<file path="src/sv/pfdc_pkg.sv">
// shared types, codes and square geometry helpers for the playfair cipher
`default_nettype none

package pfdc_pkg;

  // field widths
  localparam int unsigned LETTER_W = 5;
  localparam int unsigned ACTION_W = 3;
  localparam int unsigned RC_W     = 3;

  // square and alphabet sizes
  localparam int unsigned CELLS   = 25;
  localparam int unsigned LETTERS = 26;

  // letter codes
  localparam logic [LETTER_W-1:0] CODE_I    = 5'd8;
  localparam logic [LETTER_W-1:0] CODE_J    = 5'd9;
  localparam logic [LETTER_W-1:0] CODE_Z    = 5'd25;
  localparam logic [LETTER_W-1:0] CELLS_CNT = 5'd25;

  // action codes
  localparam logic [ACTION_W-1:0] ACT_CLEAR  = 3'd0;
  localparam logic [ACTION_W-1:0] ACT_KEY    = 3'd1;
  localparam logic [ACTION_W-1:0] ACT_FINISH = 3'd2;
  localparam logic [ACTION_W-1:0] ACT_ENC    = 3'd3;
  localparam logic [ACTION_W-1:0] ACT_DEC    = 3'd4;

  // cell indexes of the two result letters of one pair
  typedef struct packed {
    logic [LETTER_W-1:0] x_idx;
    logic [LETTER_W-1:0] y_idx;
  } pair_idx_t;

  // clamp codes above z to z and fold j into i
  function automatic logic [LETTER_W-1:0] norm_letter(input logic [LETTER_W-1:0] v);
    logic [LETTER_W-1:0] c;
    c = (v > CODE_Z) ? CODE_Z : v;
    if (c == CODE_J) c = CODE_I;
    return c;
  endfunction

  // row of a cell index 0..24
  function automatic logic [RC_W-1:0] pos_row(input logic [LETTER_W-1:0] p);
    logic [RC_W-1:0] r;
    if (p >= 5'd20)      r = 3'd4;
    else if (p >= 5'd15) r = 3'd3;
    else if (p >= 5'd10) r = 3'd2;
    else if (p >= 5'd5)  r = 3'd1;
    else                 r = 3'd0;
    return r;
  endfunction

  // column of a cell index 0..24
  function automatic logic [RC_W-1:0] pos_col(input logic [LETTER_W-1:0] p);
    logic [RC_W-1:0]     r;
    logic [LETTER_W-1:0] base;
    logic [LETTER_W-1:0] diff;
    r    = pos_row(p);
    base = ({2'b00, r} << 2) + {2'b00, r};
    diff = p - base;
    return diff[RC_W-1:0];
  endfunction

  // row * 5 + col
  function automatic logic [LETTER_W-1:0] cell_index(input logic [RC_W-1:0] r,
                                                     input logic [RC_W-1:0] c);
    logic [LETTER_W-1:0] v;
    v = ({2'b00, r} << 2) + {2'b00, r} + {2'b00, c};
    return v;
  endfunction

  // one step around a row or column, forward to encrypt, back to decrypt
  function automatic logic [RC_W-1:0] step_rc(input logic [RC_W-1:0] v, input logic dec);
    logic [RC_W-1:0] s;
    if (dec) s = (v == 3'd0) ? 3'd4 : v - 3'd1;
    else     s = (v == 3'd4) ? 3'd0 : v + 3'd1;
    return s;
  endfunction

endpackage

`default_nettype wire

</file>
<file path="src/sv/pfdc_geom.sv">
// pair geometry: from the two letter positions to the two result cells
`default_nettype none

module pfdc_geom (
  input  wire logic [pfdc_pkg::LETTER_W-1:0] pa,
  input  wire logic [pfdc_pkg::LETTER_W-1:0] pb,
  input  wire logic                          dec,
  output pfdc_pkg::pair_idx_t                idx
);

  logic [pfdc_pkg::RC_W-1:0] ra, ca, rb, cb;

  // split positions into row and column
  always_comb begin
    ra = pfdc_pkg::pos_row(pa);
    ca = pfdc_pkg::pos_col(pa);
    rb = pfdc_pkg::pos_row(pb);
    cb = pfdc_pkg::pos_col(pb);
  end

  // same column, same row, or rectangle corners
  always_comb begin
    if (ca == cb) begin
      idx.x_idx = pfdc_pkg::cell_index(pfdc_pkg::step_rc(ra, dec), ca);
      idx.y_idx = pfdc_pkg::cell_index(pfdc_pkg::step_rc(rb, dec), cb);
    end else if (ra == rb) begin
      idx.x_idx = pfdc_pkg::cell_index(ra, pfdc_pkg::step_rc(ca, dec));
      idx.y_idx = pfdc_pkg::cell_index(rb, pfdc_pkg::step_rc(cb, dec));
    end else begin
      idx.x_idx = pfdc_pkg::cell_index(ra, cb);
      idx.y_idx = pfdc_pkg::cell_index(rb, ca);
    end
  end

endmodule

`default_nettype wire

</file>
<file path="src/sv/playfair_digraph_cipher.sv">
// Playfair digraph cipher: key square in memory, pair transform, result stage
//
// Input channel (in_valid/in_ready) carries one action with a letter and a
// last flag; the result channel (out_valid/out_ready) carries cipher or plain
// letters, with out_end_of_run marking the final letter caused by a transaction.
// A key letter, a clear or a letter that is only held leaves the sequencer idle. A
// finish sweeps the alphabet, one letter a cycle, writing the square and position
// memories. A message letter that completes a pair shows its results after two reads
// of the position memory, then two of the square memory, each read registered; the
// next transaction is taken once the last result sits in the output register. A
// doubled encrypt pair runs that pass twice, giving four results.
// One transaction is in work at a time; in_ready is high when the
// sequencer is idle, while the last result may still sit in the output register.
// When the receiver stalls, the sequencer holds its square read data and waits.
// Reset clears the placed flags, fill count and held letter; the square
// memories need no clearing, since unplaced letters and unfilled cells are masked.
`default_nettype none

module playfair_digraph_cipher (
  input  wire logic                          clk,
  input  wire logic                          rst_n,
  input  wire logic                          in_valid,
  output      logic                          in_ready,
  input  wire logic [pfdc_pkg::ACTION_W-1:0] in_action,
  input  wire logic [pfdc_pkg::LETTER_W-1:0] in_letter,
  input  wire logic                          in_last,
  output      logic                          out_valid,
  input  wire logic                          out_ready,
  output      logic [pfdc_pkg::LETTER_W-1:0] out_letter,
  output      logic                          out_end_of_run
);

  localparam int unsigned LW = pfdc_pkg::LETTER_W;

  typedef enum logic [6:0] {
    S_IDLE = 7'b0000001,
    S_FILL = 7'b0000010,
    S_RPA  = 7'b0000100,
    S_RPB  = 7'b0001000,
    S_RCX  = 7'b0010000,
    S_RCY  = 7'b0100000,
    S_OUTY = 7'b1000000
  } state_t;

  state_t state_r, state_nxt;

  // key square and letter position memories
  logic [LW-1:0] cell_mem [pfdc_pkg::CELLS];
  logic [LW-1:0] pos_mem  [pfdc_pkg::LETTERS];
  logic [LW-1:0] cell_q_r, pos_q_r;

  logic [pfdc_pkg::LETTERS-1:0] placed_r, placed_nxt;
  logic [LW-1:0] filled_r, filled_nxt;
  logic [LW-1:0] held_r, held_nxt;
  logic          holding_r, holding_nxt;
  logic [LW-1:0] fill_cnt_r, fill_cnt_nxt;

  // pair operands and intermediate results
  logic [LW-1:0] a_r, a_nxt, b_r, b_nxt;
  logic          dec_r, dec_nxt;
  logic          rep_r, rep_nxt;
  logic [LW-1:0] pa_r, pa_nxt;
  logic [LW-1:0] yidx_r, yidx_nxt;
  logic          xok_r, xok_nxt, yok_r, yok_nxt;

  // output register
  logic          out_valid_r, out_valid_nxt;
  logic [LW-1:0] out_letter_r, out_letter_nxt;
  logic          out_end_r, out_end_nxt;

  logic          out_free;
  logic [LW-1:0] cin;
  logic [LW-1:0] pb;
  logic          place_req, place_ok;
  logic [LW-1:0] place_letter;
  logic          pos_re, cell_re;
  logic [LW-1:0] pos_raddr, cell_raddr;
  pfdc_pkg::pair_idx_t pidx;

  assign cin      = pfdc_pkg::norm_letter(in_letter);
  assign in_ready = (state_r == S_IDLE);
  assign out_free = !out_valid_r || out_ready;
  assign pb       = placed_r[b_r] ? pos_q_r : '0;

  pfdc_geom u_geom (
    .pa  (pa_r),
    .pb  (pb),
    .dec (dec_r),
    .idx (pidx)
  );

  // sequencer
  always_comb begin
    state_nxt      = state_r;
    placed_nxt     = placed_r;
    filled_nxt     = filled_r;
    held_nxt       = held_r;
    holding_nxt    = holding_r;
    fill_cnt_nxt   = fill_cnt_r;
    a_nxt          = a_r;
    b_nxt          = b_r;
    dec_nxt        = dec_r;
    rep_nxt        = rep_r;
    pa_nxt         = pa_r;
    yidx_nxt       = yidx_r;
    xok_nxt        = xok_r;
    yok_nxt        = yok_r;
    out_valid_nxt  = out_valid_r && !out_ready;
    out_letter_nxt = out_letter_r;
    out_end_nxt    = out_end_r;
    place_req      = 1'b0;
    place_letter   = cin;
    pos_re         = 1'b0;
    cell_re        = 1'b0;
    pos_raddr      = a_r;
    cell_raddr     = yidx_r;

    unique case (state_r)
      S_IDLE: begin
        if (in_valid) begin
          unique case (in_action)
            pfdc_pkg::ACT_CLEAR: begin
              placed_nxt  = '0;
              filled_nxt  = '0;
              held_nxt    = '0;
              holding_nxt = 1'b0;
            end
            pfdc_pkg::ACT_KEY: begin
              place_req = 1'b1;
            end
            pfdc_pkg::ACT_FINISH: begin
              fill_cnt_nxt = '0;
              state_nxt    = S_FILL;
            end
            pfdc_pkg::ACT_ENC: begin
              dec_nxt = 1'b0;
              if (holding_r) begin
                holding_nxt = 1'b0;
                a_nxt       = held_r;
                b_nxt       = (held_r == cin) ? pfdc_pkg::CODE_Z : cin;
                rep_nxt     = (held_r == cin);
                state_nxt   = S_RPA;
              end else if (in_last) begin
                a_nxt     = cin;
                b_nxt     = pfdc_pkg::CODE_Z;
                rep_nxt   = 1'b0;
                state_nxt = S_RPA;
              end else begin
                held_nxt    = cin;
                holding_nxt = 1'b1;
              end
            end
            pfdc_pkg::ACT_DEC: begin
              dec_nxt = 1'b1;
              rep_nxt = 1'b0;
              if (holding_r) begin
                holding_nxt = 1'b0;
                a_nxt       = held_r;
                b_nxt       = cin;
                state_nxt   = S_RPA;
              end else if (!in_last) begin
                held_nxt    = cin;
                holding_nxt = 1'b1;
              end
            end
            default: ;
          endcase
        end
      end
      S_FILL: begin
        // place the rest of the alphabet, skipping j
        place_req    = (fill_cnt_r != pfdc_pkg::CODE_J);
        place_letter = fill_cnt_r;
        if (fill_cnt_r == pfdc_pkg::CODE_Z) state_nxt = S_IDLE;
        else fill_cnt_nxt = fill_cnt_r + 5'd1;
      end
      S_RPA: begin
        pos_re    = 1'b1;
        pos_raddr = a_r;
        state_nxt = S_RPB;
      end
      S_RPB: begin
        pos_re    = 1'b1;
        pos_raddr = b_r;
        pa_nxt    = placed_r[a_r] ? pos_q_r : '0;
        state_nxt = S_RCX;
      end
      S_RCX: begin
        cell_re    = 1'b1;
        cell_raddr = pidx.x_idx;
        yidx_nxt   = pidx.y_idx;
        xok_nxt    = (pidx.x_idx < filled_r);
        yok_nxt    = (pidx.y_idx < filled_r);
        state_nxt  = S_RCY;
      end
      S_RCY: begin
        // first letter out, second cell read in the same cycle
        if (out_free) begin
          out_valid_nxt  = 1'b1;
          out_letter_nxt = xok_r ? cell_q_r : '0;
          out_end_nxt    = 1'b0;
          cell_re        = 1'b1;
          cell_raddr     = yidx_r;
          state_nxt      = S_OUTY;
        end
      end
      S_OUTY: begin
        if (out_free) begin
          out_valid_nxt  = 1'b1;
          out_letter_nxt = yok_r ? cell_q_r : '0;
          out_end_nxt    = !rep_r;
          if (rep_r) begin
            rep_nxt   = 1'b0;
            state_nxt = S_RPA;
          end else begin
            state_nxt = S_IDLE;
          end
        end
      end
      default: state_nxt = S_IDLE;
    endcase

    // key placement into the next free cell
    place_ok = place_req && (filled_r < pfdc_pkg::CELLS_CNT) && !placed_r[place_letter];
    if (place_ok) begin
      placed_nxt[place_letter] = 1'b1;
      filled_nxt               = filled_r + 5'd1;
    end
  end

  // memory writes and registered reads
  always_ff @(posedge clk) begin
    if (place_ok) begin
      cell_mem[filled_r]    <= place_letter;
      pos_mem[place_letter] <= filled_r;
    end
    if (pos_re) pos_q_r <= pos_mem[pos_raddr];
    if (cell_re) cell_q_r <= cell_mem[cell_raddr];
  end

  // control state
  always_ff @(posedge clk) begin
    if (!rst_n) begin
      state_r     <= S_IDLE;
      placed_r    <= '0;
      filled_r    <= '0;
      held_r      <= '0;
      holding_r   <= 1'b0;
      out_valid_r <= 1'b0;
    end else begin
      state_r     <= state_nxt;
      placed_r    <= placed_nxt;
      filled_r    <= filled_nxt;
      held_r      <= held_nxt;
      holding_r   <= holding_nxt;
      out_valid_r <= out_valid_nxt;
    end
  end

  // payload registers
  always_ff @(posedge clk) begin
    fill_cnt_r   <= fill_cnt_nxt;
    a_r          <= a_nxt;
    b_r          <= b_nxt;
    dec_r        <= dec_nxt;
    rep_r        <= rep_nxt;
    pa_r         <= pa_nxt;
    yidx_r       <= yidx_nxt;
    xok_r        <= xok_nxt;
    yok_r        <= yok_nxt;
    out_letter_r <= out_letter_nxt;
    out_end_r    <= out_end_nxt;
  end

  assign out_valid      = out_valid_r;
  assign out_letter     = out_letter_r;
  assign out_end_of_run = out_end_r;

  // every filled cell holds exactly one placed letter
  a_placed_count: assert property (@(posedge clk) disable iff (!rst_n)
    $countones(placed_r) == int'(filled_r))
    else $error("placed flags disagree with fill count");

  // j never enters the square
  a_no_j: assert property (@(posedge clk) disable iff (!rst_n)
    !placed_r[pfdc_pkg::CODE_J])
    else $error("letter j placed in square");

  // no letter is held while a pair is in work
  a_no_hold_in_pair: assert property (@(posedge clk) disable iff (!rst_n)
    (state_r == S_RPA || state_r == S_RPB || state_r == S_RCX ||
     state_r == S_RCY || state_r == S_OUTY) |-> !holding_r)
    else $error("first letter held during pair transform");

endmodule

`default_nettype wire

</file>
<file path="config.mk">
export PLATFORM = sky130hd
export DESIGN_NAME = playfair_digraph_cipher
export DESIGN_NICKNAME = d
export VERILOG_FILES = /design/src/sv/pfdc_pkg.sv /design/src/sv/pfdc_geom.sv /design/src/sv/playfair_digraph_cipher.sv
export SDC_FILE = /design/constraint.sdc
export NUM_CORES = 1
export LEC_CHECK = 0
export BUFFER_PORTS_ARGS = -buffer_cell sky130_fd_sc_hd__buf_4
export CAP_MARGIN = 0
export CORE_MARGIN = 5
export CORE_UTILIZATION = 45
export DETAILED_ROUTE_END_ITERATION = 10
export HOLD_SLACK_MARGIN = 0.05
export PLACE_DENSITY = 0.6
export SKIP_LAST_GASP = 1
export SYNTH_ARGS = -nofsm -noshare
export SYNTH_HDL_FRONTEND = slang
export SYNTH_SLANG_ARGS = --single-unit
</file>
<file path="constraint.sdc">
create_clock -name clk -period 5.9 [get_ports clk]
set_clock_uncertainty 0.15 [all_clocks]
set_input_delay 0.295 -clock clk [delete_from_list [all_inputs] [get_ports clk]]
set_output_delay 0.295 -clock clk [all_outputs]
set_load 0.01 [all_outputs]
</file>
==> qor.yml, run 1 <==
run_status:
  status: "finished clean"
route:
  vias_per_cell: 5.67
  drt_iter0_drc: 725
  num_vias: 10373
  wl_per_cell_um: 21.2
  detail-route-antenna-nets: 0
  wl_met2_um: 18500
  wirelength_um: 38900
  dr.pass1.iters: 5
  met1_length_um: 17600
  wl_met3_um: 1850
  routed.top_layer: "met5"
  drcViolationCount: 0
synth:
  synth.avg_cell_area_um2: 13.4
  yosys_register_bits: 345
  synth_nets: 1307
  async_flop_share_pct: 0
  yosysUniqueCellTypes: 86
  synth_enable_flop_cells: 300
  synth-seq-area-share_pct: 59.4
  synth_area_um2: 16700
  synth_flop_cell: "edfxtp_1"
  synth-warning-count: 0
  netlist_instances: 1245
timing:
  drv_slew: 0
  rsz0062_at_grt: "yes"
  finalCritPeriodShare_pct: 94.9
  period_needed_ps: 5600
  max_freq_mhz: 179
  tightestPinTransition_ps: 1250
  hold_viol_final: 0
  finalSetupViolations: 0
  relSlewSlack_pct: 16.3
  tns_ps: 0
global_routing:
  overflow: 0
  antenna_found_initial: 1
  grt_pass1_wl_um: 60100
  grt_pass1_vias: 10391
  grt_usage_pct: 18.7
  grt_start_max_net_pins: 45
worst_setup_path:
  timing.rr.end: "yok_r"
  crit_fanout: 13
  r2r_cells: 23
  regToRegSetupSlack_ps: 300
  critPathLaunchType: "flip-flop"
  end_kind: "flip-flop"
  required_ps: 6110
  critPathKind: "flip-flop to flip-flop"
  critPathArrivalTime_ps: 5810
  timing.rr.start: "b_r[1]"
finish:
  num-nets-final: 1394
  multi_input_area_um2: 6380
  final_common_cell: "edfxtp_1"
  nFillCells: 3148
  area_growth_syn_to_layout_pct: 14.7
  layoutNonFillerInstCount: 1830
  regArea_um2: 9910
  final_cell_mix: "300 x edfxtp_1, 89 x nand2_1, 89 x buf_4, 80 x nor2_1, 70 x nor2b_1"
  drive_above_1_share_pct: 19.3
die:
  coreArea_um2: 36600
  dieArea_um2: 41000
  start_util_pct: 45.6
  top_level_ports: 21
  die_h_um: 203
  fp.dieW_um: 203
  rows: 70
cts:
  cts_buffer_depth: 3
  path_clk_slew_ps: 70
  cts_root_buffer: "clkbuf_16"
  tritoncts: "done"
  htreeDepth: 2
  cts_sinks: 345
  clk_latency_ps: 540
  numCtsBuffers: 38
place:
  gp_congestion: 0.864
  io_buffers: 20
  dp.cells: 1742
  place_hpwl_um: 26500
flow_run:
  cap_viol_max_count: 0
power_and_ir_drop:
  ir_drop_uv: 222
  powerDensity_nw_per_um2: 274
  power.leakage_nw: 6.91
min_path:
  hold_class: "input pin to flip-flop"
  min_from: "in_action[0]"
  hold_end: "rep_r"
  hold_path_depth: 3
-- cells by family after synthesis --
family	after synthesis	synth area share [%]
multiplexers	137	11.6
AND/OR/NAND/NOR	348	10.6
adder cells (fa/ha/maj)	51	4.16
flip-flops	345	59.4
buffers and inverters	109	2.88
XOR/XNOR	29	1.77
AO/OA/AOI/OAI	226	9.63
-- power breakdown --
part | switching [mW] | total [mW] | internal, mW
clock | 0.945 | 2.32 | 1.38
combinational | 0.166 | 0.269 | 0.103
sequential | 0.0108 | 2.66 | 2.65
total | 1.12 | 5.25 | 4.13
-- state kept, by name, summed over array words and instances, names as in the netlist, 5 cells and up --
signal,flops
cell_mem,125
pa_r,5
b_r,5
yidx_r,5
out_letter,5
placed_r,26
pos_mem,130
pos_q_r,5
fill_cnt_r,5
held_r,5
cell_q_r,5
a_r,5
state_r,7
filled_r,5
-- area by class of cell --
type,count,area share (%)
Antenna cell,1,0.0131
Clock buffer,51,5.44
Clock inverter,18,0.916
Inverter,55,1.08
Multi-Input combinational cell,791,33.4
Sequential cell,345,51.8
Tap cell,468,3.06
Timing Repair Buffer,101,4.31
-- through the flow --
step | hold WS [ps] | instance area, um^2 | utilization (%) | power [mW] | setup WS [ps]
final | 120 | 19100 | 52.2 | 5.25 | 301
after global routing | 137 | 19100 | 52.2 | 5.43 | -81.8
after CTS | 98.6 | 19000 | 51.8 | 5.29 | 26.8
after detailed placement | 375 | 17700 | 48.3 | 2.97 | 79.2
after global placement | 365 | 17700 | 48.3 | 2.96 | 94.0
after floorplan | 285 | 16700 | - | 2.88 | 418
-- Yosys cell counts (13+ instances only) --
library cell  count  share of area [%]
buf_2            14               0.42
mux2_2           23                1.6
a21oi_1          51                1.5
mux2i_1          71                4.3
nand3_1          21               0.63
mux4_2           42                5.7
a221oi_1         23                1.2
xnor2_1          16               0.84
o211ai_1         13               0.59
ha_1             41                3.1
o21ai_0          31               0.93
inv_1            51                1.1
edfxtp_1        300                 54
a31oi_1          18               0.68
clkbuf_1         31               0.70
dfxtp_1          45                5.4
nor2b_1          70                2.6
nor2_1           81                1.8
nor3_1           30               0.90
nand2_1          89                2.0
-- worst max path at each step --
stage                     slack (ps)  startpoint           to
after floorplan                  420      b_r[1]        yok_r
final                            300      b_r[1]        yok_r
after global placement            90      b_r[0]        yok_r
after detailed placement          80      b_r[0]        yok_r
after CTS                         30      b_r[1]        yok_r
after global routing             -80     pa_r[2]  cell_q_r[4]
-- metal layers --
metal  up-vias  track usage, %
met5         -               0
met4         2            5.29
met3        59            3.29
met2       253            30.7
met1      5141            25.8
li1       4918               -
-- worst max-delay path, cell delays in order (launching register included) --
cell	delay, ps
edfxtp_1	410
buf_8	180
mux2i_1	120
mux4_2	480
a22oi_2	250
o21a_2	230
o211a_1	180
or2_2	140
inv_1	60
ha_1	200
fa_2	640
ha_2	230
inv_1	60
o211ai_1	190
o21ai_0	150
ha_1	230
inv_1	80
fa_1	430
a21oi_2	210
ha_1	260
o21a_1	100
o21a_1	160
o21ai_0	150
o2bb2ai_1	140
-- timing repair --
| item | CTS | global route |
|---|---|---|
| hold buffers | 8 | 0 |
| gates resized for setup | 0 | 24 |
| setup endpoints to repair | 0 | 6 |
| hold endpoints to repair | 14 | 0 |
| setup buffers | 0 | 10 |
No activity file was read; power rests on OpenSTA's default activity.
==> run 2, diff against run 1 <==
--- a/config.mk
+++ b/config.mk
@@ -5,11 +5,11 @@
 export SDC_FILE = /design/constraint.sdc
 export NUM_CORES = 1
 export LEC_CHECK = 0
-export BUFFER_PORTS_ARGS = -buffer_cell sky130_fd_sc_hd__buf_4
 export CAP_MARGIN = 0
 export CORE_MARGIN = 5
 export CORE_UTILIZATION = 45
 export DETAILED_ROUTE_END_ITERATION = 10
+export DONT_BUFFER_PORTS = 1
 export HOLD_SLACK_MARGIN = 0.05
 export PLACE_DENSITY = 0.6
 export SKIP_LAST_GASP = 1
==> run 2 against run 1 <==
  * Design area decreased by 1.2%
  * Fmax decreased by 2.1%
  * Combinational power decreased by 3%
  * Critical path depth unchanged
  * Cell count decreased by 1.6%
  * Via count decreased by 1.1%
  * Total power decreased by 1.7%
  * Hold slack got worse by 58 ps
  * Critical path type unchanged
==> qor.yml, run 2 (same netlist as run 1, synthesis figures left out) <==
run_status:
  status: "finished clean"
worst_setup_path:
  timing.rr.start: "b_r[1]"
  critPathKind: "flip-flop to flip-flop"
  critPathLaunchType: "flip-flop"
  crit_fanout: 10
  crit_path_start: "b_r[1]"
  end_kind: "flip-flop"
  critPathArrivalTime_ps: 5940
  required_ps: 6120
route:
  drcViolationCount: 0
  detail-route-antenna-nets: 0
  dr.pass1.iters: 5
  vias_per_cell: 5.70
  wl_per_cell_um: 21.6
  num_vias: 10264
  wirelength_um: 38900
  drt_iter0_drc: 676
die:
  top_level_ports: 21
  coreArea_um2: 36600
  die_h_um: 203
  dieArea_um2: 41000
  fp.dieW_um: 203
  rows: 70
  start_util_pct: 45.6
power_and_ir_drop:
  power.leakage_nw: 6.78
  power.switching_mw: 1.09
  combPwrFrac_pct: 5.1
  swShare_pct: 21.1
  clockPowerShare_pct: 43.4
  p_total_mw: 5.16
  ir_drop_uv: 238
  cellInternalPower_mw: 4.07
  seq_power_share_pct: 51.6
  powerDensity_nw_per_um2: 273
cts:
  cts_sinks: 345
  numCtsBuffers: 37
  tritoncts: "done"
  htreeDepth: 2
  cts_root_buffer: "clkbuf_16"
  clk_latency_ps: 520
  cts_buffer_depth: 3
  path_clk_slew_ps: 70
timing:
  drv_slew: 0
  rsz0062_at_grt: "no"
  finalSetupViolations: 0
  hold_viol_final: 0
  max_freq_mhz: 175
  tns_ps: 0
  tightestPinTransition_ps: 1000
  relSlewSlack_pct: 31.9
  finalCritPeriodShare_pct: 97.0
  setup_ws_ps: 179
  period_needed_ps: 5720
global_routing:
  antenna_found_initial: 0
  grt_start_max_net_pins: 45
  grt_busiest_layer: "met2"
  grtUsageMet2_pct: 31.0
  grt_util_met3_pct: 2.83
  met1_usage_pct: 26.1
  grt_pass1_vias: 10447
  grt_usage_pct: 18.8
  grt_pass1_wl_um: 60900
  overflow: 0
finish:
  drive_above_1_share_pct: 16.7
  num-nets-final: 1370
  reg_top3: "pos_mem: 130 flops, cell_mem: 125 flops, placed_r: 26 flops"
  final_cell_mix: "300 x edfxtp_1, 89 x nand2_1, 80 x nor2_1, 70 x nor2b_1, 68 x mux2i_1"
  nFillCells: 3144
  regArea_um2: 9910
  num_antenna_cells: 0
  multi_input_area_um2: 6350
  largest_reg_flops: 130
  final_common_cell: "edfxtp_1"
  area_growth_syn_to_layout_pct: 13.3
  final_core_utilization_pct: 51.6
  regMostFlops: "pos_mem"
place:
  io_buffers: 0
  place_ws_ps: -6.06
  gp_congestion: 0.888
  place_hpwl_um: 26900
min_path:
  hold_class: "input pin to flip-flop"
  min_from: "in_action[0]"
flow_run:
  cap_viol_max_count: 0
## run 2: changes by cell type in the layout (fill, tap and decap cells not counted), sizes merged
| cell | delta |
|---|---|
| clkbuf | -4 |
| diode | -1 |
| clkinv | +1 |
| dlygate4sd3 | +3 |
| clkinvlp | -2 |
| buf | -26 |
## run 2: layer usage
metal	vias to the layer above	wire, um
li1	4862	-
met3	57	1640
met5	-	0
met2	222	18700
met1	5123	17500
met4	0	1070
## run 2: worst max-delay path: stages, from the launching register on
cell       delay (ps)
edfxtp_1          410
buf_12            170
mux2i_1           110
mux4_2            490
a22oi_2           210
o21a_1            250
nand2_1           150
or2_2             340
inv_1              90
ha_1              170
fa_1              440
buf_4             170
ha_1              250
o211ai_1          190
o21ai_0           110
mux2_2            310
inv_1              80
fa_1              430
a21oi_1           230
ha_1              280
o21a_1            100
o21a_1            160
o21ai_0           150
o2bb2ai_1         140
## run 2: area by class of cell
class,instances,area share [%]
clock buffer,47,5.26
sequential,345,52.4
multi-input combinational,791,33.6
inverter,55,1.09
tap,468,3.10
timing repair buffer,78,3.64
clock inverter,17,0.861
## run 2: path summary, 6_finish.rpt
check / endpoint / slack [ps] / cells after the start
worst max-delay path: yok_r / 180 / 23
worst min-delay path: fill_cnt_r[3] / 60 / 1
worst max register to register: yok_r / 180 / 23
worst min register to register: state_r[6] / 380 / 2
## run 2: what timing repair did
action | in CTS | in global routing
setup buffers | 0 | 1
gates resized for setup | 2 | 7
pin swaps | 0 | 1
hold buffers | 12 | 0
endpoints found under the hold margin | 53 | 0
setup endpoints to repair | 5 | 6
## run 2: power groups by stage
stage | combinational (mW) | sequential (mW) | clock (mW)
final | 0.261 | 2.66 | 2.24
after global routing | 0.287 | 2.66 | 2.40
after CTS | 0.261 | 2.66 | 2.29
after detailed placement | 0.246 | 2.71 | 0
after global placement | 0.242 | 2.71 | 0
after floorplan | 0.175 | 2.71 | 0
## run 2: through the flow
stage               cell area [um^2]  instances  hold slack, ps
detailed placement             17600       1724             265
global route                   18900       1801            83.3
finish                         18900       1801            61.2
CTS                            18900       1800            50.7
global placement               17600       1724             256
floorplan                      16700       1245             285
